File: src/rtl/core/bmc_pkg.sv
`timescale 1ns / 1ps
`default_nettype none
// ----------------------------------------------------------------------------
// bmc_pkg: shared types, constants and decoders for the bracket match checker
// Beat payload structs, sequencer states, cell opcodes, bracket decoding and
// penalty lookup.
// ----------------------------------------------------------------------------
package bmc_pkg;

    localparam int STACK_DEPTH_DEF = 256;

    // Line status codes
    localparam logic [1:0] STAT_OK       = 2'd0;
    localparam logic [1:0] STAT_CORRUPT  = 2'd1;
    localparam logic [1:0] STAT_OVERFLOW = 2'd2;

    // Bracket characters
    localparam logic [7:0] CH_OPEN_PAREN  = 8'h28;
    localparam logic [7:0] CH_OPEN_SQUARE = 8'h5B;
    localparam logic [7:0] CH_OPEN_CURLY  = 8'h7B;
    localparam logic [7:0] CH_OPEN_ANGLE  = 8'h3C;
    localparam logic [7:0] CH_CLOSE_PAREN  = 8'h29;
    localparam logic [7:0] CH_CLOSE_SQUARE = 8'h5D;
    localparam logic [7:0] CH_CLOSE_CURLY  = 8'h7D;
    localparam logic [7:0] CH_CLOSE_ANGLE  = 8'h3E;

    // Bracket kinds
    localparam logic [1:0] KIND_PAREN  = 2'd0;
    localparam logic [1:0] KIND_SQUARE = 2'd1;
    localparam logic [1:0] KIND_CURLY  = 2'd2;
    localparam logic [1:0] KIND_ANGLE  = 2'd3;

    typedef struct packed {
        logic [7:0] char_code;
        logic       last_in_line;
    } in_beat_t;

    typedef struct packed {
        logic [1:0]  line_status;
        logic [14:0] error_points;
        logic [63:0] completion_points;
        logic [31:0] total_error_points;
    } out_beat_t;

    typedef enum logic {
        ST_IDLE,
        ST_DRAIN
    } state_t;

    typedef enum logic [1:0] {
        CELL_HOLD,
        CELL_PUSH,
        CELL_POP
    } cell_op_t;

    typedef struct packed {
        cell_op_t op;
    } cell_ctrl_t;

    typedef struct packed {
        logic       hit;
        logic [1:0] kind;
    } bracket_t;

    function automatic bracket_t opener_decode(logic [7:0] c);
        bracket_t r;
        r.hit  = 1'b1;
        r.kind = KIND_PAREN;
        unique case (c)
            CH_OPEN_PAREN:  r.kind = KIND_PAREN;
            CH_OPEN_SQUARE: r.kind = KIND_SQUARE;
            CH_OPEN_CURLY:  r.kind = KIND_CURLY;
            CH_OPEN_ANGLE:  r.kind = KIND_ANGLE;
            default:        r.hit  = 1'b0;
        endcase
        return r;
    endfunction

    function automatic bracket_t closer_decode(logic [7:0] c);
        bracket_t r;
        r.hit  = 1'b1;
        r.kind = KIND_PAREN;
        unique case (c)
            CH_CLOSE_PAREN:  r.kind = KIND_PAREN;
            CH_CLOSE_SQUARE: r.kind = KIND_SQUARE;
            CH_CLOSE_CURLY:  r.kind = KIND_CURLY;
            CH_CLOSE_ANGLE:  r.kind = KIND_ANGLE;
            default:         r.hit  = 1'b0;
        endcase
        return r;
    endfunction

    function automatic logic [14:0] penalty_of(logic [1:0] kind);
        logic [14:0] p;
        unique case (kind)
            KIND_PAREN:  p = 15'd3;
            KIND_SQUARE: p = 15'd57;
            KIND_CURLY:  p = 15'd1197;
            default:     p = 15'd25137;
        endcase
        return p;
    endfunction

endpackage
`default_nettype wire

File: src/rtl/core/bmc_cell.sv
`timescale 1ns / 1ps
`default_nettype none
// ----------------------------------------------------------------------------
// bmc_cell: one level of the shift-register bracket stack
// Holds one bracket kind. A push takes the kind from the level above, a pop
// takes the kind from the level below; otherwise the cell holds.
// ----------------------------------------------------------------------------
module bmc_cell (
    input  wire logic              clk,
    input  wire bmc_pkg::cell_ctrl_t ctrl,
    input  wire logic [1:0]        push_kind,
    input  wire logic [1:0]        pop_kind,
    output logic [1:0]             kind
);

    logic [1:0] kind_reg;
    logic [1:0] kind_next;

    // shift select
    always_comb
    begin
        unique case (ctrl.op)
            bmc_pkg::CELL_PUSH: kind_next = push_kind;
            bmc_pkg::CELL_POP:  kind_next = pop_kind;
            default:            kind_next = kind_reg;
        endcase
    end

    // payload only, no reset
    always_ff @(posedge clk)
    begin
        kind_reg <= kind_next;
    end

    assign kind = kind_reg;

endmodule
`default_nettype wire

File: src/rtl/core/bracket_match_checker_top.sv
`timescale 1ns / 1ps
`default_nettype none
// Timing: a character that does not end a line is handled as it is accepted, and a new beat
// can follow every cycle while idle. A line-end beat enters the drain state; on a good line it
// then pops one open level at a time to fold the completion score out of the top cell, and
// finally loads the result register once the previous result has been taken (out_ready).
// Throughput: 1 character per cycle inside a line; in_ready stays low for the line-end cycles.
// Reset: rst_n (async, active low) clears depth, flags, penalties, handshakes; cells keep data.
// ----------------------------------------------------------------------------
// bracket_match_checker_top: bracket matching over a chain of stack cells
// Pushes openers into a shift-register stack, checks closers against the top
// level, tracks penalties and folds the completion score at line end.
// ----------------------------------------------------------------------------
module bracket_match_checker_top #(
    parameter int STACK_DEPTH = bmc_pkg::STACK_DEPTH_DEF
) (
    input  wire logic               clk,
    input  wire logic               rst_n,
    input  wire logic               in_valid,
    output logic                    in_ready,
    input  wire bmc_pkg::in_beat_t  in_data,
    output logic                    out_valid,
    input  wire logic               out_ready,
    output bmc_pkg::out_beat_t      out_data
);

    localparam int DW = $clog2(STACK_DEPTH + 1);
    localparam logic [DW-1:0] DEPTH_FULL = DW'(STACK_DEPTH);

    bmc_pkg::state_t   state_reg, state_next;
    logic [DW-1:0]     depth_reg, depth_next;
    logic [1:0]        bad_reg, bad_next;
    logic [14:0]       pen_reg, pen_next;
    logic [31:0]       total_reg, total_next;
    logic [63:0]       comp_reg, comp_next;
    logic              out_valid_reg, out_valid_next;
    bmc_pkg::out_beat_t out_data_reg, out_data_next;

    bmc_pkg::cell_ctrl_t cell_ctrl;
    logic [1:0]          push_kind;
    logic [1:0]          kind_w [STACK_DEPTH];

    bmc_pkg::bracket_t opener;
    bmc_pkg::bracket_t closer;
    logic              accept;
    logic              slot_free;

    // stack cell chain, level 0 is the top
    for (genvar i = 0; i < STACK_DEPTH; i++)
    begin : g_cell
        logic [1:0] from_above;
        logic [1:0] from_below;
        if (i == 0)
        begin : g_top
            assign from_above = push_kind;
        end
        else
        begin : g_mid
            assign from_above = kind_w[i-1];
        end
        if (i == STACK_DEPTH - 1)
        begin : g_bottom
            assign from_below = bmc_pkg::KIND_PAREN;
        end
        else
        begin : g_up
            assign from_below = kind_w[i+1];
        end
        bmc_cell u_cell (
            .clk       (clk),
            .ctrl      (cell_ctrl),
            .push_kind (from_above),
            .pop_kind  (from_below),
            .kind      (kind_w[i])
        );
    end

    assign opener    = bmc_pkg::opener_decode(in_data.char_code);
    assign closer    = bmc_pkg::closer_decode(in_data.char_code);
    assign in_ready  = (state_reg == bmc_pkg::ST_IDLE);
    assign accept    = in_valid && in_ready;
    assign slot_free = !out_valid_reg || out_ready;
    assign push_kind = opener.kind;

    // sequencer: character handling, score fold and result load
    always_comb
    begin
        state_next     = state_reg;
        depth_next     = depth_reg;
        bad_next       = bad_reg;
        pen_next       = pen_reg;
        total_next     = total_reg;
        comp_next      = comp_reg;
        out_valid_next = out_valid_reg && !out_ready;
        out_data_next  = out_data_reg;
        cell_ctrl.op   = bmc_pkg::CELL_HOLD;

        unique case (state_reg)
            bmc_pkg::ST_IDLE:
            begin
                if (accept)
                begin
                    if (bad_reg == bmc_pkg::STAT_OK)
                    begin
                        if (opener.hit)
                        begin
                            if (depth_reg == DEPTH_FULL)
                            begin
                                bad_next = bmc_pkg::STAT_OVERFLOW;
                            end
                            else
                            begin
                                cell_ctrl.op = bmc_pkg::CELL_PUSH;
                                depth_next   = depth_reg + 1'b1;
                            end
                        end
                        else if (closer.hit)
                        begin
                            if (depth_reg == '0 || kind_w[0] != closer.kind)
                            begin
                                bad_next   = bmc_pkg::STAT_CORRUPT;
                                pen_next   = bmc_pkg::penalty_of(closer.kind);
                                total_next = total_reg
                                           + {17'd0, bmc_pkg::penalty_of(closer.kind)};
                            end
                            else
                            begin
                                cell_ctrl.op = bmc_pkg::CELL_POP;
                                depth_next   = depth_reg - 1'b1;
                            end
                        end
                    end
                    if (in_data.last_in_line)
                    begin
                        comp_next  = '0;
                        state_next = bmc_pkg::ST_DRAIN;
                    end
                end
            end
            bmc_pkg::ST_DRAIN:
            begin
                if (bad_reg == bmc_pkg::STAT_OK && depth_reg != '0)
                begin
                    // fold one level: score * 5 + value
                    cell_ctrl.op = bmc_pkg::CELL_POP;
                    depth_next   = depth_reg - 1'b1;
                    comp_next    = {comp_reg[61:0], 2'b00} + comp_reg
                                 + {62'd0, kind_w[0]} + 64'd1;
                end
                else if (slot_free)
                begin
                    out_valid_next                   = 1'b1;
                    out_data_next.line_status        = bad_reg;
                    out_data_next.error_points       = pen_reg;
                    out_data_next.completion_points  = comp_reg;
                    out_data_next.total_error_points = total_reg;
                    depth_next                       = '0;
                    bad_next                         = bmc_pkg::STAT_OK;
                    pen_next                         = '0;
                    state_next                       = bmc_pkg::ST_IDLE;
                end
            end
            default:
            begin
                state_next = bmc_pkg::ST_IDLE;
            end
        endcase
    end

    // control state
    always_ff @(posedge clk or negedge rst_n)
    begin
        if (!rst_n)
        begin
            state_reg     <= bmc_pkg::ST_IDLE;
            depth_reg     <= '0;
            bad_reg       <= bmc_pkg::STAT_OK;
            pen_reg       <= '0;
            total_reg     <= '0;
            out_valid_reg <= 1'b0;
        end
        else
        begin
            state_reg     <= state_next;
            depth_reg     <= depth_next;
            bad_reg       <= bad_next;
            pen_reg       <= pen_next;
            total_reg     <= total_next;
            out_valid_reg <= out_valid_next;
        end
    end

    // payload registers
    always_ff @(posedge clk)
    begin
        comp_reg     <= comp_next;
        out_data_reg <= out_data_next;
    end

    assign out_valid = out_valid_reg;
    assign out_data  = out_data_reg;

`ifndef ASSERT_OFF
    // depth counter never passes the number of cells
    a_depth_bound: assert property (@(posedge clk) disable iff (!rst_n)
        depth_reg <= DEPTH_FULL)
        else $error("stack depth beyond cell count");

    // a good line drains one level per cycle
    a_drain_step: assert property (@(posedge clk) disable iff (!rst_n)
        (state_reg == bmc_pkg::ST_DRAIN && bad_reg == bmc_pkg::STAT_OK && depth_reg != '0)
        |=> (depth_reg == $past(depth_reg) - 1'b1))
        else $error("drain did not pop one level");

    // a bad line reports no completion score
    a_bad_no_score: assert property (@(posedge clk) disable iff (!rst_n)
        (out_valid && out_data.line_status != bmc_pkg::STAT_OK)
        |-> (out_data.completion_points == 64'd0))
        else $error("completion score on bad line");

    // overflow carries no penalty
    a_overflow_no_pen: assert property (@(posedge clk) disable iff (!rst_n)
        (out_valid && out_data.line_status == bmc_pkg::STAT_OVERFLOW)
        |-> (out_data.error_points == 15'd0))
        else $error("penalty on overflow line");
`endif

endmodule
`default_nettype wire

File: config.mk
export PLATFORM = sky130hd
export DESIGN_NAME = bracket_match_checker_top
export DESIGN_NICKNAME = d
export VERILOG_FILES = /design/src/rtl/core/bmc_pkg.sv /design/src/rtl/core/bmc_cell.sv /design/src/rtl/core/bracket_match_checker_top.sv
export SDC_FILE = /design/constraint.sdc
export NUM_CORES = 1
export LEC_CHECK = 0
export BUFFER_PORTS_ARGS = -buffer_cell sky130_fd_sc_hd__buf_4
export CAP_MARGIN = 20
export CORE_ASPECT_RATIO = 0.75
export CORE_MARGIN = 8
export CORE_UTILIZATION = 60
export CTS_BUF_LIST = sky130_fd_sc_hd__clkbuf_2 sky130_fd_sc_hd__clkbuf_4 sky130_fd_sc_hd__clkbuf_8
export CTS_CLUSTER_SIZE = 12
export DETAILED_ROUTE_END_ITERATION = 6
export PLACE_DENSITY = 0.81
export SYNTH_ARGS = -nofsm -noshare
export SYNTH_HDL_FRONTEND = slang
export SYNTH_HIERARCHICAL = 1
export SYNTH_SLANG_ARGS = --single-unit
File: constraint.sdc
create_clock -name clk -period 10.85 [get_ports clk]
set_clock_uncertainty 0.1 [all_clocks]
set_input_delay 1.085 -clock clk [delete_from_list [all_inputs] [get_ports clk]]
set_output_delay 1.085 -clock clk [all_outputs]
set_load 0.05 [all_outputs]
==> impl_metrics.toml <==
[floorplanning]
design.core.area_sq_um = 63800
die_height_microns = 236
fp.dieArea_sq_um = 73100
initial_utilization_pct = 60.8
boundaryPins = 128
num_rows = 80
die_width_microns = 310

[sta]
setup_repair_after_global_routing_missed_its_margin = "no"
hold_viol = 0
clock.fmax_mhz = 214
setup-tns-final_ns = 0
slew_violations = 0
worstMarginPinSlew_ns = 1.07
period_share_pct = 43.1
setup_viol_count_final = 0
final.min_clock_period_ns = 4.68
worst_slew_margin_rel_pct = 28.8

[clock_network]
clk-insertion-delay-late_ns = 0.73
clock_tree.buffer_depth = 3
cts-resized-gates = 0
cts_hold_buf = 0
cts_tree = "done"
htreeDepth = 3
cts_made_buffers = 111
post-cts-setup-buffers = 0
cts_num_sinks = 733
cts.root.buffer_cell = "sky130_fd_sc_hd__clkbuf_8"
clkTransAtPathRegs_ns = 0.06

[synth]
synth.area.top_cells = "sky130_fd_sc_hd__edfxtp_1 (53%), sky130_fd_sc_hd__mux2_2 (15%), sky130_fd_sc_hd__ha_1 (11%), sky130_fd_sc_hd__inv_1 (5.3%), sky130_fd_sc_hd__dfrtp_1 (3.4%)"
synth-compound-area-share_pct = 5.46
synth.area.mux_share_pct = 15.1
synth.distinct_cells = 74
yosysSeqAreaShare_pct = 56.1
seq_cells_post_synth = 733
ys.warnings.count = 6
synthDominantAreaCellType = "sky130_fd_sc_hd__edfxtp_1"
ys_async_sr_fraction_pct = 7.09
synth_simple_gate_area_share_pct = 4.80
post_synth_inst_count = 2980
dominant_combinational_cell_family_by_area_after_synthesis = "multiplexers"
number_of_enable_flip_flop_cells_after_synthesis = 681
yosys_most_used_dff = "sky130_fd_sc_hd__edfxtp_1"
yosys.area_share.adder_pct = 10.9
synth.cell_area_sq_um = 38800
post_synth.cell_area_avg_sq_um = 13.0
yosys.area_share.xor_xnor_pct = 1.85
area_share_of_the_largest_cell_type_after_synthesis_pct = 52.7

[setup_path]
critPathKind = "register to register"
timing.critical_path.to_type = "register"
crit_path_max_incr_delay_ns = 0.59
path_cells = "inv_1 -> ha_1 -> or3b_4 -> or4_4 -> or3_4 -> nand2_1 -> inv_1 -> nand2_1 -> nand2_4 -> buf_4 -> ha_1 -> mux2_2"
cp_slowest_cell = "sky130_fd_sc_hd__buf_4"
worstRegToRegCells = 12
timing.critical_path.max_delay_family = "simple AND/OR/NAND/NOR gates"
register_to_register_setup_slack_ns = 6.17
worst_ep_required_time_ns = 11.21
cp-start-kind = "register"
crit-reg2reg-capture = "g_cell[223].u_cell/kind[1]"
rr_startpoint = "depth_reg[0]"
critical_path_buf_inv_count = 3
worst-path-max-fanout = 84
worst_ep_arrival_time_ns = 5.04

[route]
drt_first_pass_iters = 7
post-route-drc-count = 4
antenna_left = 0
total_wire_length_after_detailed_routing_microns = 74300
routed_wire_length_per_instance_microns = 18.0
detailroute.via_count = 23200
routed_via_density = 5.64
dr.first_iter.drc_count = 1573

[place]
place.port_buffers = 123
routabilityCongestion = 0.896
detailed_place_hpwl_microns = 52900
dpl.cell_count = 3926

[layout]
flow.area_growth_from_synthesis_pct = 10.7
post_layout_nonfiller_instances = 4123
layout-drive-gt1-share_pct = 25.9
antenna_cells = 0
nets = 3528
largest_register_ffs = 512

[global_route]
antenna_found_initial = 0
grt_pass1_wl_microns = 121000
pin_count_of_the_biggest_net_entering_global_routing = 140
globalRoute.totalOverflow = 0
groute.usage.overall_pct = 19.8
grt_pass1_vias = 24300

[worst_hold_path]
min-delay-path-class = "input pin to asynchronous set/reset pin"

[outcome]
violations = "DRC"
run_status = "complete, but fails checks"

[pwr]
power.density_cell_area_nw_per_um2 = 266
irDropWorstVdd_uv = 131
power.static_leakage_uw = 0.0146

[flow_run]
max_cap_viol_count = 0
==> where the power goes <==
group | switching (uW) | total, uW | internal (uW)
clock network | 1080 | 2300 | 1220
logic | 2870 | 4840 | 1970
registers | 297 | 4290 | 3990
==> how the worst max path moves through the flow <==
stage,from,end,cells past startpoint
finish,depth_reg[0],g_cell[223].u_cell/kind[1],12
global route,depth_reg[0],g_cell[223].u_cell/kind[1],12
CTS,depth_reg[0],g_cell[223].u_cell/kind[1],12
detailed placement,in_data[8],g_cell[39].u_cell/kind[1],11
global placement,in_data[8],g_cell[0].u_cell/kind[1],11
floorplan,depth_reg[0],g_cell[0].u_cell/kind[0],11
==> layout make-up <==
cell class / instances / area, sq um
clock buffer: 147 / 1840
fill: 4376 / 20800
inverter: 548 / 2060
clock inverter: 49 / 395
timing repair buffer: 133 / 1020
multi-input combinational: 1652 / 14800
tap: 861 / 1080
sequential: 733 / 21800
==> cell usage after synthesis (all sizes together) (4+ instances only) <==
| library cell | instances |
|---|---|
| edfxtp | 681 |
| inv | 548 |
| mux2 | 512 |
| ha | 334 |
| nand2 | 103 |
| a21oi | 101 |
| nor2 | 99 |
| o21ai | 69 |
| dfrtp | 52 |
| xnor2 | 46 |
| a21o | 43 |
| clkbuf | 40 |
| nand3 | 37 |
| xor2 | 35 |
| nand4 | 32 |
| nor3 | 22 |
| nand2b | 20 |
| and3 | 15 |
| o211ai | 13 |
| a31oi | 12 |
| buf | 12 |
| o31ai | 12 |
| o21a | 11 |
| o21bai | 11 |
| a211oi | 9 |
| and2 | 9 |
| nor2b | 9 |
| mux2i | 8 |
| a21boi | 7 |
| or3 | 7 |
| nor4 | 5 |
| a211o | 4 |
| a22o | 4 |
| o31a | 4 |
| or4 | 4 |
==> cells by family after synthesis <==
family / count (synthesis)
DFF: 733
and+or+nand+nor: 376
muxes: 520
buffers and inverters: 600
AOI/OAI and AO/OA: 333
other: 1
xor gates and xnor gates: 81
adders and majority gates: 336
==> cells in the final DEF, fill, tap and decap left out, drive strengths merged, types with 4 or more instances in the layout <==
master / instances
a211o: 4
a211oi: 9
a21boi: 7
a21o: 43
a21oi: 101
a22o: 4
a31oi: 12
and2: 9
and3: 15
buf: 133
bufinv: 5
clkbuf: 147
clkinv: 37
clkinvlp: 4
conb: 6
dfrtp: 52
edfxtp: 681
ha: 334
inv: 551
mux2: 512
mux2i: 8
nand2: 103
nand2b: 20
nand3: 37
nand4: 32
nor2: 99
nor2b: 9
nor3: 22
nor4: 5
o211ai: 13
o21a: 11
o21ai: 69
o21bai: 11
o31a: 4
o31ai: 12
or3: 7
or4: 4
xnor2: 46
xor2: 35
==> metal layers <==
metal | share of wire (%) | track usage (%)
met1 | 44 | 26.8
met2 | 48 | 32.7
met3 | 5.2 | 3.51
met4 | 2.1 | 5.95
met5 | 0 | 0
==> stage by stage <==
| stage | hold WS (ns) | util (%) | power (uW) | setup WS [ns] | area (sq um) |
|---|---|---|---|---|---|
| 5_1_grt | 0.304 | 67.4 | 12200 | 6.03 | 42900 |
| 6_report | 0.296 | 67.4 | 11400 | 6.17 | 42900 |
| 3_3_place_gp | 0.335 | 63.8 | 8720 | 5.58 | 40700 |
| 2_1_floorplan | 0.325 | - | 8010 | 2.61 | 38800 |
| 4_1_cts | 0.267 | 67.3 | 11500 | 6.22 | 42900 |
| 3_5_place_dp | 0.334 | 63.8 | 9100 | 5.48 | 40700 |
Note: power is estimated with default switching activity, not from simulation.
